$ cat config.mk
export PLATFORM = sky130hd
export DESIGN_NAME = noisy_or_nor_node_likelihood
export DESIGN_NICKNAME = d
export VERILOG_FILES = /design/src/rtl/nonl_pkg.sv /design/src/rtl/nonl_fxmul.sv /design/src/rtl/nonl_cfg.sv /design/src/rtl/noisy_or_nor_node_likelihood.sv
export VERILOG_INCLUDE_DIRS = /design/src /design/src/rtl
export SDC_FILE = /design/constraint.sdc
export NUM_CORES = 1
export LEC_CHECK = 0
export BUFFER_PORTS_ARGS = -buffer_cell sky130_fd_sc_hd__buf_2
export CAP_MARGIN = 20
export CORE_ASPECT_RATIO = 0.75
export CORE_MARGIN = 2
export CORE_UTILIZATION = 40
export DETAILED_ROUTE_END_ITERATION = 8
export PLACE_DENSITY = 0.56
export SLEW_MARGIN = 20
export SYNTH_ARGS = -nofsm -noshare
export SYNTH_HDL_FRONTEND = slang
export SYNTH_SLANG_ARGS = --single-unit
$ cat constraint.sdc
create_clock -name i_clk -period 18.4 [get_ports i_clk]
set_clock_uncertainty 0.05 [all_clocks]
set_input_delay 0.92 -clock i_clk [delete_from_list [all_inputs] [get_ports i_clk]]
set_output_delay 0.92 -clock i_clk [all_outputs]
set_load 0.03 [all_outputs]
$ cat src/rtl/noisy_or_nor_node_likelihood_macros.svh
// ----------------------------------------------------------------------------
// Assertion macros for the noisy-OR/NOR node likelihood block.
// ----------------------------------------------------------------------------
`ifndef NOISY_OR_NOR_NODE_LIKELIHOOD_MACROS_SVH
`define NOISY_OR_NOR_NODE_LIKELIHOOD_MACROS_SVH

// Same-cycle implication, checked out of reset.
`define NONL_ASSERT_NOW(label, clk, rst_n, ante, cons, msg) \
    label: assert property (@(posedge clk) disable iff (!(rst_n)) (ante) |-> (cons)) \
        else $error(msg);

// Next-cycle implication, checked out of reset.
`define NONL_ASSERT_NEXT(label, clk, rst_n, ante, cons, msg) \
    label: assert property (@(posedge clk) disable iff (!(rst_n)) (ante) |=> (cons)) \
        else $error(msg);

`endif

$ cat src/rtl/nonl_pkg.sv
// ----------------------------------------------------------------------------
// nonl_pkg
// Shared constants and types of the noisy-OR/NOR node likelihood block.
// ----------------------------------------------------------------------------
package nonl_pkg;

    // Default number of fraction bits of all probability values.
    localparam int FRACTION_BITS_DEFAULT = 16;

    // Configuration register indexes.
    localparam int CFG_IDX_W = 2;
    typedef enum logic [CFG_IDX_W-1:0] {
        CFG_NODE_STATE = 2'd0,
        CFG_BG_ZERO    = 2'd1,
        CFG_BG_ONE     = 2'd2,
        CFG_BG_TWO     = 2'd3
    } t_cfg_reg;

    // Parent sign codes; the unused code is ignored like a neutral parent.
    localparam logic [1:0] SIGN_INHIBIT  = 2'd0;
    localparam logic [1:0] SIGN_NEUTRAL  = 2'd1;
    localparam logic [1:0] SIGN_ACTIVATE = 2'd2;
    localparam logic [1:0] SIGN_UNUSED   = 2'd3;

    // Node state codes; the invalid state yields a likelihood of zero.
    localparam logic [1:0] NODE_ZERO    = 2'd0;
    localparam logic [1:0] NODE_ONE     = 2'd1;
    localparam logic [1:0] NODE_TWO     = 2'd2;
    localparam logic [1:0] NODE_INVALID = 2'd3;

    // Sequencer states, one-hot.
    typedef enum logic [8:0] {
        S_IDLE = 9'b000000001,
        S_CMP  = 9'b000000010,
        S_FAC  = 9'b000000100,
        S_ACC  = 9'b000001000,
        S_UPD  = 9'b000010000,
        S_PRD  = 9'b000100000,
        S_LEAD = 9'b001000000,
        S_LEAK = 9'b010000000,
        S_SUM  = 9'b100000000
    } t_state;

endpackage

$ cat src/rtl/nonl_fxmul.sv
// ----------------------------------------------------------------------------
// nonl_fxmul
// Shared fixed-point multiplier with a registered, truncated product.
// ----------------------------------------------------------------------------
module nonl_fxmul #(
    parameter int FRACTION_BITS = nonl_pkg::FRACTION_BITS_DEFAULT
) (
    input  logic                     i_clk,
    input  logic [FRACTION_BITS:0]   i_a,
    input  logic [FRACTION_BITS:0]   i_b,
    output logic [FRACTION_BITS:0]   o_prod
);

    localparam int W = FRACTION_BITS + 1;

    logic [2*W-1:0] full_prod;
    logic [W-1:0]   r_prod;

    // Both operands are at most one, so the truncated product fits in W bits.
    assign full_prod = {{W{1'b0}}, i_a} * {{W{1'b0}}, i_b};

    always_ff @(posedge i_clk) begin
        r_prod <= full_prod[FRACTION_BITS +: W];
    end

    assign o_prod = r_prod;

endmodule

$ cat src/rtl/nonl_cfg.sv
// ----------------------------------------------------------------------------
// nonl_cfg
// Configuration registers: node state and the three background probabilities,
// saturated to one as they are written.
// ----------------------------------------------------------------------------
module nonl_cfg #(
    parameter int FRACTION_BITS = nonl_pkg::FRACTION_BITS_DEFAULT
) (
    input  logic                              i_clk,
    input  logic                              i_rst_n,
    input  logic                              i_cfg_wr_en,
    input  logic [nonl_pkg::CFG_IDX_W-1:0]    i_cfg_index,
    input  logic [FRACTION_BITS:0]            i_cfg_data,
    output logic [1:0]                        o_node_state,
    output logic [FRACTION_BITS:0]            o_bg_zero,
    output logic [FRACTION_BITS:0]            o_bg_one,
    output logic [FRACTION_BITS:0]            o_bg_two
);

    localparam int W = FRACTION_BITS + 1;
    localparam logic [W-1:0] ONE = {1'b1, {FRACTION_BITS{1'b0}}};

    logic [W-1:0] data_sat;
    logic [1:0]   r_node_state;
    logic [W-1:0] r_bg_zero;
    logic [W-1:0] r_bg_one;
    logic [W-1:0] r_bg_two;

    // Probabilities above one are held as one.
    assign data_sat = (i_cfg_data > ONE) ? ONE : i_cfg_data;

    // Register write decode.
    always_ff @(posedge i_clk) begin
        if (!i_rst_n) begin
            r_node_state <= '0;
            r_bg_zero    <= '0;
            r_bg_one     <= '0;
            r_bg_two     <= '0;
        end else if (i_cfg_wr_en) begin
            unique case (nonl_pkg::t_cfg_reg'(i_cfg_index))
                nonl_pkg::CFG_NODE_STATE: r_node_state <= i_cfg_data[1:0];
                nonl_pkg::CFG_BG_ZERO:    r_bg_zero    <= data_sat;
                nonl_pkg::CFG_BG_ONE:     r_bg_one     <= data_sat;
                nonl_pkg::CFG_BG_TWO:     r_bg_two     <= data_sat;
                default: ;
            endcase
        end
    end

    assign o_node_state = r_node_state;
    assign o_bg_zero    = r_bg_zero;
    assign o_bg_one     = r_bg_one;
    assign o_bg_two     = r_bg_two;

endmodule

$ cat src/rtl/noisy_or_nor_node_likelihood.sv
// ----------------------------------------------------------------------------
// noisy_or_nor_node_likelihood
// Noisy-OR/NOR likelihood of a three-state node, built around one shared
// fixed-point multiplier under a small sequencer.
// ----------------------------------------------------------------------------
// One parent is taken per input transfer. A parent with sign inhibit or
// activate occupies the block for the transfer cycle, three multiplies
// through the single shared multiplier and the accumulator write-back; a
// neutral parent, or one with sign three, needs only its transfer cycle. A
// parent marked last then adds the steps PRD, LEAD, LEAK and SUM, which
// combine the products with the node state and the background probability;
// SUM waits while the previous result still sits unaccepted in the output
// register. Input stall is high whenever the sequencer is not idle. Values
// are unsigned fixed point with FRACTION_BITS fraction bits; inputs above one
// are treated as one and every product is truncated.
// ----------------------------------------------------------------------------
`include "noisy_or_nor_node_likelihood_macros.svh"

module noisy_or_nor_node_likelihood #(
    parameter int FRACTION_BITS = nonl_pkg::FRACTION_BITS_DEFAULT
) (
    input  logic                              i_clk,
    input  logic                              i_rst_n,
    // Configuration write port.
    input  logic                              i_cfg_wr_en,
    input  logic [nonl_pkg::CFG_IDX_W-1:0]    i_cfg_index,
    input  logic [FRACTION_BITS:0]            i_cfg_data,
    // Parent input channel.
    input  logic                              i_in_valid,
    output logic                              o_in_stall,
    input  logic [FRACTION_BITS:0]            i_parent_weight,
    input  logic [FRACTION_BITS:0]            i_parent_strength,
    input  logic                              i_parent_active,
    input  logic [1:0]                        i_parent_sign,
    input  logic                              i_last_parent,
    // Likelihood output channel.
    output logic                              o_out_valid,
    input  logic                              i_out_stall,
    output logic [FRACTION_BITS:0]            o_likelihood
);

    localparam int W = FRACTION_BITS + 1;
    localparam logic [W-1:0] ONE = {1'b1, {FRACTION_BITS{1'b0}}};

    nonl_pkg::t_state r_state, n_state;

    logic [1:0]   node_state;
    logic [W-1:0] bg_zero, bg_one, bg_two;

    logic [W-1:0] r_z, r_t;
    logic         r_active, r_last;
    logic [1:0]   r_sign;
    logic [W-1:0] r_comp, r_p0, r_p2, r_lead;
    logic         r_out_valid;
    logic [W-1:0] r_like;

    logic [W-1:0] mul_a, mul_b, prod;
    logic [W-1:0] lead_opnd, bg_sel;
    logic [W:0]   sum;
    logic [W-1:0] result;
    logic         in_xfer, out_free, sum_go, sign_used;

    // Configuration registers.
    nonl_cfg #(
        .FRACTION_BITS (FRACTION_BITS)
    ) u_cfg (
        .i_clk        (i_clk),
        .i_rst_n      (i_rst_n),
        .i_cfg_wr_en  (i_cfg_wr_en),
        .i_cfg_index  (i_cfg_index),
        .i_cfg_data   (i_cfg_data),
        .o_node_state (node_state),
        .o_bg_zero    (bg_zero),
        .o_bg_one     (bg_one),
        .o_bg_two     (bg_two)
    );

    // The shared multiplier; its product is registered and ready in the cycle after issue.
    nonl_fxmul #(
        .FRACTION_BITS (FRACTION_BITS)
    ) u_mul (
        .i_clk  (i_clk),
        .i_a    (mul_a),
        .i_b    (mul_b),
        .o_prod (prod)
    );

    // Handshake terms.
    assign o_in_stall = (r_state != nonl_pkg::S_IDLE);
    assign in_xfer    = i_in_valid && !o_in_stall;
    assign out_free   = !r_out_valid || !i_out_stall;
    assign sum_go     = (r_state == nonl_pkg::S_SUM) && out_free;
    assign sign_used  = (i_parent_sign == nonl_pkg::SIGN_INHIBIT) ||
                        (i_parent_sign == nonl_pkg::SIGN_ACTIVATE);

    // Operand of the lead term, by node state.
    always_comb begin
        case (node_state)
            nonl_pkg::NODE_ZERO: lead_opnd = ONE - r_p0;
            nonl_pkg::NODE_ONE:  lead_opnd = prod;
            default:             lead_opnd = r_p0 - prod;
        endcase
    end

    // Background probability, by node state.
    always_comb begin
        case (node_state)
            nonl_pkg::NODE_ZERO: bg_sel = bg_zero;
            nonl_pkg::NODE_ONE:  bg_sel = bg_one;
            default:             bg_sel = bg_two;
        endcase
    end

    // Multiplier operand selection per sequencer step.
    always_comb begin
        mul_a = r_comp;
        mul_b = ONE - r_z;
        unique case (r_state)
            nonl_pkg::S_CMP: begin
                mul_a = r_comp;
                mul_b = ONE - r_z;
            end
            nonl_pkg::S_FAC: begin
                mul_a = r_active ? (ONE - r_t) : ONE;
                mul_b = r_z;
            end
            nonl_pkg::S_ACC: begin
                mul_a = (r_sign == nonl_pkg::SIGN_INHIBIT) ? r_p0 : r_p2;
                mul_b = prod;
            end
            nonl_pkg::S_PRD: begin
                mul_a = r_p0;
                mul_b = r_p2;
            end
            nonl_pkg::S_LEAD: begin
                mul_a = lead_opnd;
                mul_b = ONE - r_comp;
            end
            nonl_pkg::S_LEAK: begin
                mul_a = r_comp;
                mul_b = bg_sel;
            end
            // Keep issuing the leak term so it stays put while the output waits.
            nonl_pkg::S_SUM: begin
                mul_a = r_comp;
                mul_b = bg_sel;
            end
            default: ;
        endcase
    end

    // Final sum, saturated to one; an undefined node state gives zero.
    assign sum = {1'b0, r_lead} + {1'b0, prod};
    always_comb begin
        if (node_state == nonl_pkg::NODE_INVALID) begin
            result = '0;
        end else if (sum > {1'b0, ONE}) begin
            result = ONE;
        end else begin
            result = sum[W-1:0];
        end
    end

    // Sequencer next state.
    always_comb begin
        n_state = r_state;
        unique case (r_state)
            nonl_pkg::S_IDLE: begin
                if (in_xfer) begin
                    if (sign_used) begin
                        n_state = nonl_pkg::S_CMP;
                    end else if (i_last_parent) begin
                        n_state = nonl_pkg::S_PRD;
                    end
                end
            end
            nonl_pkg::S_CMP:  n_state = nonl_pkg::S_FAC;
            nonl_pkg::S_FAC:  n_state = nonl_pkg::S_ACC;
            nonl_pkg::S_ACC:  n_state = nonl_pkg::S_UPD;
            nonl_pkg::S_UPD:  n_state = r_last ? nonl_pkg::S_PRD : nonl_pkg::S_IDLE;
            nonl_pkg::S_PRD:  n_state = nonl_pkg::S_LEAD;
            nonl_pkg::S_LEAD: n_state = nonl_pkg::S_LEAK;
            nonl_pkg::S_LEAK: n_state = nonl_pkg::S_SUM;
            nonl_pkg::S_SUM: begin
                if (out_free) begin
                    n_state = nonl_pkg::S_IDLE;
                end
            end
            default: n_state = nonl_pkg::S_IDLE;
        endcase
    end

    // Control state: sequencer, accumulators and output valid.
    always_ff @(posedge i_clk) begin
        if (!i_rst_n) begin
            r_state     <= nonl_pkg::S_IDLE;
            r_comp      <= ONE;
            r_p0        <= ONE;
            r_p2        <= ONE;
            r_out_valid <= 1'b0;
        end else begin
            r_state <= n_state;
            if (r_state == nonl_pkg::S_FAC) begin
                r_comp <= prod;
            end
            if (r_state == nonl_pkg::S_UPD) begin
                if (r_sign == nonl_pkg::SIGN_INHIBIT) begin
                    r_p0 <= prod;
                end else begin
                    r_p2 <= prod;
                end
            end
            if (sum_go) begin
                r_comp <= ONE;
                r_p0   <= ONE;
                r_p2   <= ONE;
            end
            if (sum_go) begin
                r_out_valid <= 1'b1;
            end else if (!i_out_stall) begin
                r_out_valid <= 1'b0;
            end
        end
    end

    // Payload registers: the accepted parent, the lead term and the result.
    always_ff @(posedge i_clk) begin
        if (in_xfer) begin
            r_z      <= (i_parent_weight > ONE) ? ONE : i_parent_weight;
            r_t      <= (i_parent_strength > ONE) ? ONE : i_parent_strength;
            r_active <= i_parent_active;
            r_sign   <= i_parent_sign;
            r_last   <= i_last_parent;
        end
        if (r_state == nonl_pkg::S_LEAK) begin
            r_lead <= prod;
        end
        if (sum_go) begin
            r_like <= result;
        end
    end

    assign o_out_valid  = r_out_valid;
    assign o_likelihood = r_like;

    // A result appears only out of the final summing step.
    `NONL_ASSERT_NEXT(a_out_from_sum, i_clk, i_rst_n, !r_out_valid && !sum_go, !r_out_valid, "output valid rose outside the summing step")
    // The accumulators return to one once a likelihood is registered for output.
    `NONL_ASSERT_NEXT(a_clear_after_sum, i_clk, i_rst_n, sum_go, (r_comp == ONE) && (r_p0 == ONE) && (r_p2 == ONE), "accumulators not cleared after a result")
    // Running products never exceed one.
    `NONL_ASSERT_NOW(a_prod_range, i_clk, i_rst_n, 1'b1, (r_comp <= ONE) && (r_p0 <= ONE) && (r_p2 <= ONE), "running product above one")
    // A last parent always proceeds into the final combination.
    `NONL_ASSERT_NEXT(a_last_to_final, i_clk, i_rst_n, (r_state == nonl_pkg::S_UPD) && r_last, r_state == nonl_pkg::S_PRD, "last parent did not start the final combination")

endmodule

==> flow_summary.ini, run 1 <==
[routing]
drt-initial-drc-count = 1829
drc = 0
wl_um = 69700
drt-wirelength-per-cell_um = 21.6
num_vias = 17883
firstDrtPassIters = 7
vias_per_cell = 5.55
drtAntennaViolNets = 0

[floorplanning]
fp.dieW_um = 269
die_h_um = 202
core_mm2 = 0.0517
rows = 72
num_io_pins = 81
die_area_mm2 = 0.0544
start_util_pct = 40.6

[synth]
synth_area_leaders = fa_1 21%, dfxtp_1 12%, edfxtp_1 10%
netlist_area_mm2 = 0.0210
synth_cell_type_count = 95
synth_top_area_share_pct = 21.3
postSynthCellCount = 2463
synth_fp_nets = 2886
synth_seq_cells = 203
synthFlopType = dfxtp_1
yosys_warnings = 0
async_flop_share_pct = 0
synth_enable_flop_cells = 72
yosys.area.top_type = fa_1
ys_seq_area_share_pct = 22.8
syn_area_per_cell_um2 = 8.52

[worst_setup_path]
cpLargestDelayFamily = adder cells
end_kind = register
cp_max_fo = 34
slowest_delay_ns = 0.81
required_ns = 18.80
cpMostUsedCell = fa_1
crit_slowest_cell = nor2_1
arrival_ns = 10.66
cp-start-kind = register
critPathKind = register to register
worst-path-buf-inv = 4

[pwr]
ir_drop_v = 0.0000647
p_leak_nw = 10.1
p_per_area_mw_per_mm2 = 78.5

[timing]
post-route-period-util_pct = 55.8
rsz0062_at_grt = false
setup-tns-final_ns = 0
setup_violations = 0
hold_slack_ns = 0.418
post-route-min-period_ns = 10.26
fmax_mhz = 97.4
worst_pin_slew_ns = 1.17
finalHoldViolations = 0
relSlewSlack_pct = 21.8
slew_violations = 0

[placement]
place.gp.congestion = 0.994
dpl-instance-area_mm2 = 0.0222
place.detailed.hpwl_um = 54500
portBuffers = 80

[cts]
cts_root_buffer = clkbuf_16
cts.clk_slew.worst_paths_ns = 0.07
clock_sinks = 203
cts_tree = done
clock_latency_ns = 0.56
cts_resized = 0
numCtsBuffers = 22
clockBufferDepth = 3
htree_levels = 1
ctsHoldBuffers = 0
cts_setup_buffers = 0

[global_routing]
grt_pass1_vias = 17304
grt-ovfl-total = 0
antenna_found_initial = 1
track_usage_pct = 25.8
grt_first_pass_wirelength_um = 106000
grt_max_degree = 67

[layout]
antenna_cells = 0
syn2layout_area_growth_pct = 9.35
drive_gt1_share_pct = 8.97
finish.utilization_pct = 44.4
fin_area_mm2 = 0.0230
nets = 2926

[flow_run]
max-cap-violations = 0

[status]
run_status = finished clean

[worst_hold_path]
hp-class = register to register
## final timing paths
| kind | from | end | slack (ns) | cells past startpoint |
|---|---|---|---|---|
| worst max-delay path | r_state[0] | u_mul.o_prod[16] | 8.14 | 30 |
| worst min-delay path | u_cfg.o_bg_one[7] | u_cfg.o_bg_one[7] | 0.42 | 2 |
| worst max register to register | r_state[0] | u_mul.o_prod[16] | 8.14 | 30 |
| worst min register to register | u_cfg.o_bg_one[7] | u_cfg.o_bg_one[7] | 0.42 | 2 |
## synthesized netlist by cell type, drive strengths merged, types with 59 or more instances
master  number
nand2      344
dfxtp      131
inv        340
ha         138
fa         223
clkbuf      70
nor2       290
o21ai       72
nor2b       66
a21oi      105
edfxtp      72
a21boi      59
## per-layer routing
layer | up-vias | GRT usage [%] | part of all wire (%)
li1 | 8222 | - | -
met1 | 8697 | 39.5 | 47
met2 | 842 | 34.9 | 39
met3 | 118 | 7.50 | 11
met4 | 4 | 6.37 | 2.8
met5 | - | 0.991 | 0.13
## worst min-delay path, delay by kind of cell (launching register included)
family          cells  cell delay (ns)
simple gates        1             0.05
compound gates      1             0.06
flops               1             0.31
## cells in the final DEF, fill, tap and decap left out, types with 64 or more instances in the layout
| cell | Yosys | routed |
|---|---|---|
| nand2_1 | 343 | 342 |
| inv_1 | 339 | 339 |
| nor2_1 | 280 | 279 |
| fa_1 | 223 | 223 |
| ha_1 | 138 | 138 |
| dfxtp_1 | 131 | 129 |
| a21oi_1 | 103 | 99 |
| buf_2 | 22 | 80 |
| edfxtp_1 | 72 | 72 |
| nor2b_1 | 66 | 66 |
| o21ai_0 | 66 | 64 |
## report_power, final
part,switching (mW),internal (mW)
clock,0.214,0.251
sequential,0.0467,0.510
combinational,0.506,0.274
## logic make-up (layout without fill, tap and decap cells)
| family | Yosys count | in the layout | share of synthesized area, % |
|---|---|---|---|
| and+or+nand+nor | 914 | 914 | 20.2 |
| buffers and inverters | 445 | 501 | 8.18 |
| AOI/OAI and AO/OA | 413 | 413 | 13.7 |
| adders and majority gates | 361 | 361 | 29.5 |
| muxes | 48 | 48 | 2.34 |
| xor gates and xnor gates | 79 | 79 | 3.30 |
| DFF | 203 | 203 | 22.8 |
## area by class of cell
cell class / count / area, um2
Sequential cell: 203 / 4790
Inverter: 341 / 1280
Clock inverter: 15 / 175
Clock buffer: 25 / 582
Tap cell: 703 / 880
Multi-Input combinational cell: 1815 / 14500
Fill cell: 5123 / 28800
Timing Repair Buffer: 120 / 713
## per-stage QoR
stage | power (mW) | instances | worst slack (ns)
2_1_floorplan | 1.04 | 2463 | 9.65
3_3_place_gp | 1.32 | 3181 | 8.52
3_5_place_dp | 1.33 | 3182 | 8.27
4_1_cts | 1.79 | 3222 | 8.26
5_1_grt | 1.91 | 3222 | 7.55
6_report | 1.80 | 3222 | 8.14
Note: power is estimated with default switching activity, not from simulation.
==> inputs of run 2 (changes only) <==
- PLACE_DENSITY: 0.56 -> 0.58
- clock period: 18.4 -> 8.62 ns (I/O delays scaled with it)
==> flow_summary.ini, run 2 (synthesis gave the netlist of run 1 again) <==
[floorplanning]
core_mm2 = 0.0517
fp.dieW_um = 269
num_io_pins = 81
start_util_pct = 40.6
rows = 72
die_h_um = 202
die_area_mm2 = 0.0544

[worst_setup_path]
end_kind = register
worstSetupEndpoint = u_mul.o_prod[16]
slowest_delay_ns = 0.55
critPathKind = register to register
cpMostUsedCell = fa_1
cp_max_fo = 4
worstReg2RegStart = r_t[10]
arrival_ns = 8.85
startpoint = r_t[10]
required_ns = 9.02
r2r_cells = 30
cp-start-kind = register
crit_slowest_cell = or4_4
regToRegSetupSlack_ns = 0.17
r2r-end = u_mul.o_prod[16]

[routing]
vias_per_cell = 5.48
drtAntennaViolNets = 0
wl_um = 74700
drt-wirelength-per-cell_um = 21.8
drt-initial-drc-count = 1888
drc = 0
num_vias = 18806
firstDrtPassIters = 7

[cts]
cts_root_buffer = clkbuf_16
cts_tree = done
clockBufferDepth = 3
clock_sinks = 203
htree_levels = 1
clock_latency_ns = 0.56
cts.clk_slew.worst_paths_ns = 0.07
numCtsBuffers = 22

[timing]
setup_violations = 0
rsz0062_at_grt = true
setup-tns-final_ns = 0
post-route-period-util_pct = 98.1
worst_pin_slew_ns = 0.969
relSlewSlack_pct = 34.5
post-route-min-period_ns = 8.45
fmax_mhz = 118
finalHoldViolations = 0
slew_violations = 0
hold_slack_ns = 0.0182

[layout]
antenna_cells = 0
regArea_mm2 = 0.00479
final_cell_mix = 339 x nand2_1, 337 x inv_1, 274 x nor2_1
nFillCells = 5030
drive_gt1_share_pct = 17.5
layout_commonest_cell = nand2_1
nets = 3136
syn2layout_area_growth_pct = 19.7
multi_input_area_mm2 = 0.0148
fin_cells = 3432
finish.utilization_pct = 48.6

[placement]
portBuffers = 80
place.gp.congestion = 0.977
place.detailed.hpwl_um = 60000
dpl.cell_count = 3349

[global_routing]
grt_max_degree = 62
track_usage_pct = 27.6
antenna_found_initial = 2
grt_pass1_vias = 18203
grt-ovfl-total = 0
grt_first_pass_wirelength_um = 112000

[pwr]
p_per_area_mw_per_mm2 = 164
ir_drop_v = 0.000114
p_leak_nw = 11.2

[status]
run_status = finished clean

[worst_hold_path]
min_path_cells = 1
hp-class = input pin to register

[flow_run]
max-cap-violations = 0
==> run 2: worst min-delay path by stage <==
stage                     endpoint           startpoint  slack (ns)
5_1_grt                     r_last        i_last_parent        0.01
3_3_place_gp    u_cfg.o_bg_zero[0]   u_cfg.o_bg_zero[0]        0.40
2_1_floorplan  u_cfg.o_bg_zero[10]  u_cfg.o_bg_zero[10]        0.39
4_1_cts                     r_last        i_last_parent       0.001
3_5_place_dp     u_cfg.o_bg_one[8]    u_cfg.o_bg_one[8]        0.41
6_report                    r_last        i_last_parent        0.02
==> run 2: through the flow <==
stage	power, mW	cell area, um2	setup WS (ns)
global placement	2.99	23600	-0.00666
detailed placement	3.01	23600	-0.127
CTS	4.02	24400	-0.00253
global route	4.36	25100	-0.206
finish	4.13	25100	0.165
floorplan	2.22	21000	0.00520
==> run 2: critical path: cells and delay by family, from the launching register on <==
| kind | cells | cell delay [ns] |
|---|---|---|
| adders and majority gates | 7 | 3.31 |
| and+or+nand+nor | 8 | 1.90 |
| AOI/OAI and AO/OA | 7 | 1.54 |
| buffers and inverters | 6 | 0.63 |
| DFF | 1 | 0.43 |
| muxes | 1 | 0.33 |
| xor gates and xnor gates | 1 | 0.12 |
==> run 2: power breakdown <==
group	switching, mW	internal [mW]
Sequential	0.0769	1.09
Clock	0.425	0.570
Combinational	1.19	0.775
Total	1.70	2.43
==> run 2: repair_timing <==
item	in CTS	in global routing
buffers inserted	1	38
resized for setup	6	80
cloned	0	2
hold buffers	2	0
pin swaps	1	41
hold endpoints to repair	2	0
endpoints found under the setup margin	6	14
==> run 2: cell type report <==
class | count | share of cell area, %
multi-input cells | 1815 | 59.0
well taps | 703 | 3.50
inverters | 341 | 5.09
clock inverters | 11 | 0.533
clock buffers | 29 | 2.45
flip-flops and latches | 203 | 19.1
repair buffers | 330 | 10.4
==> run 2: layer usage <==
layer  routed length [um]  part of all wire, %  vias to the layer above  track usage, %
met5                   18                0.024                        -               0
met4                 1460                  2.0                        4            4.90
met3                 8590                   11                       96            8.55
met2                29700                   40                      840            37.5
met1                35000                   47                     9207            42.5
li1                     -                    -                     8659               -
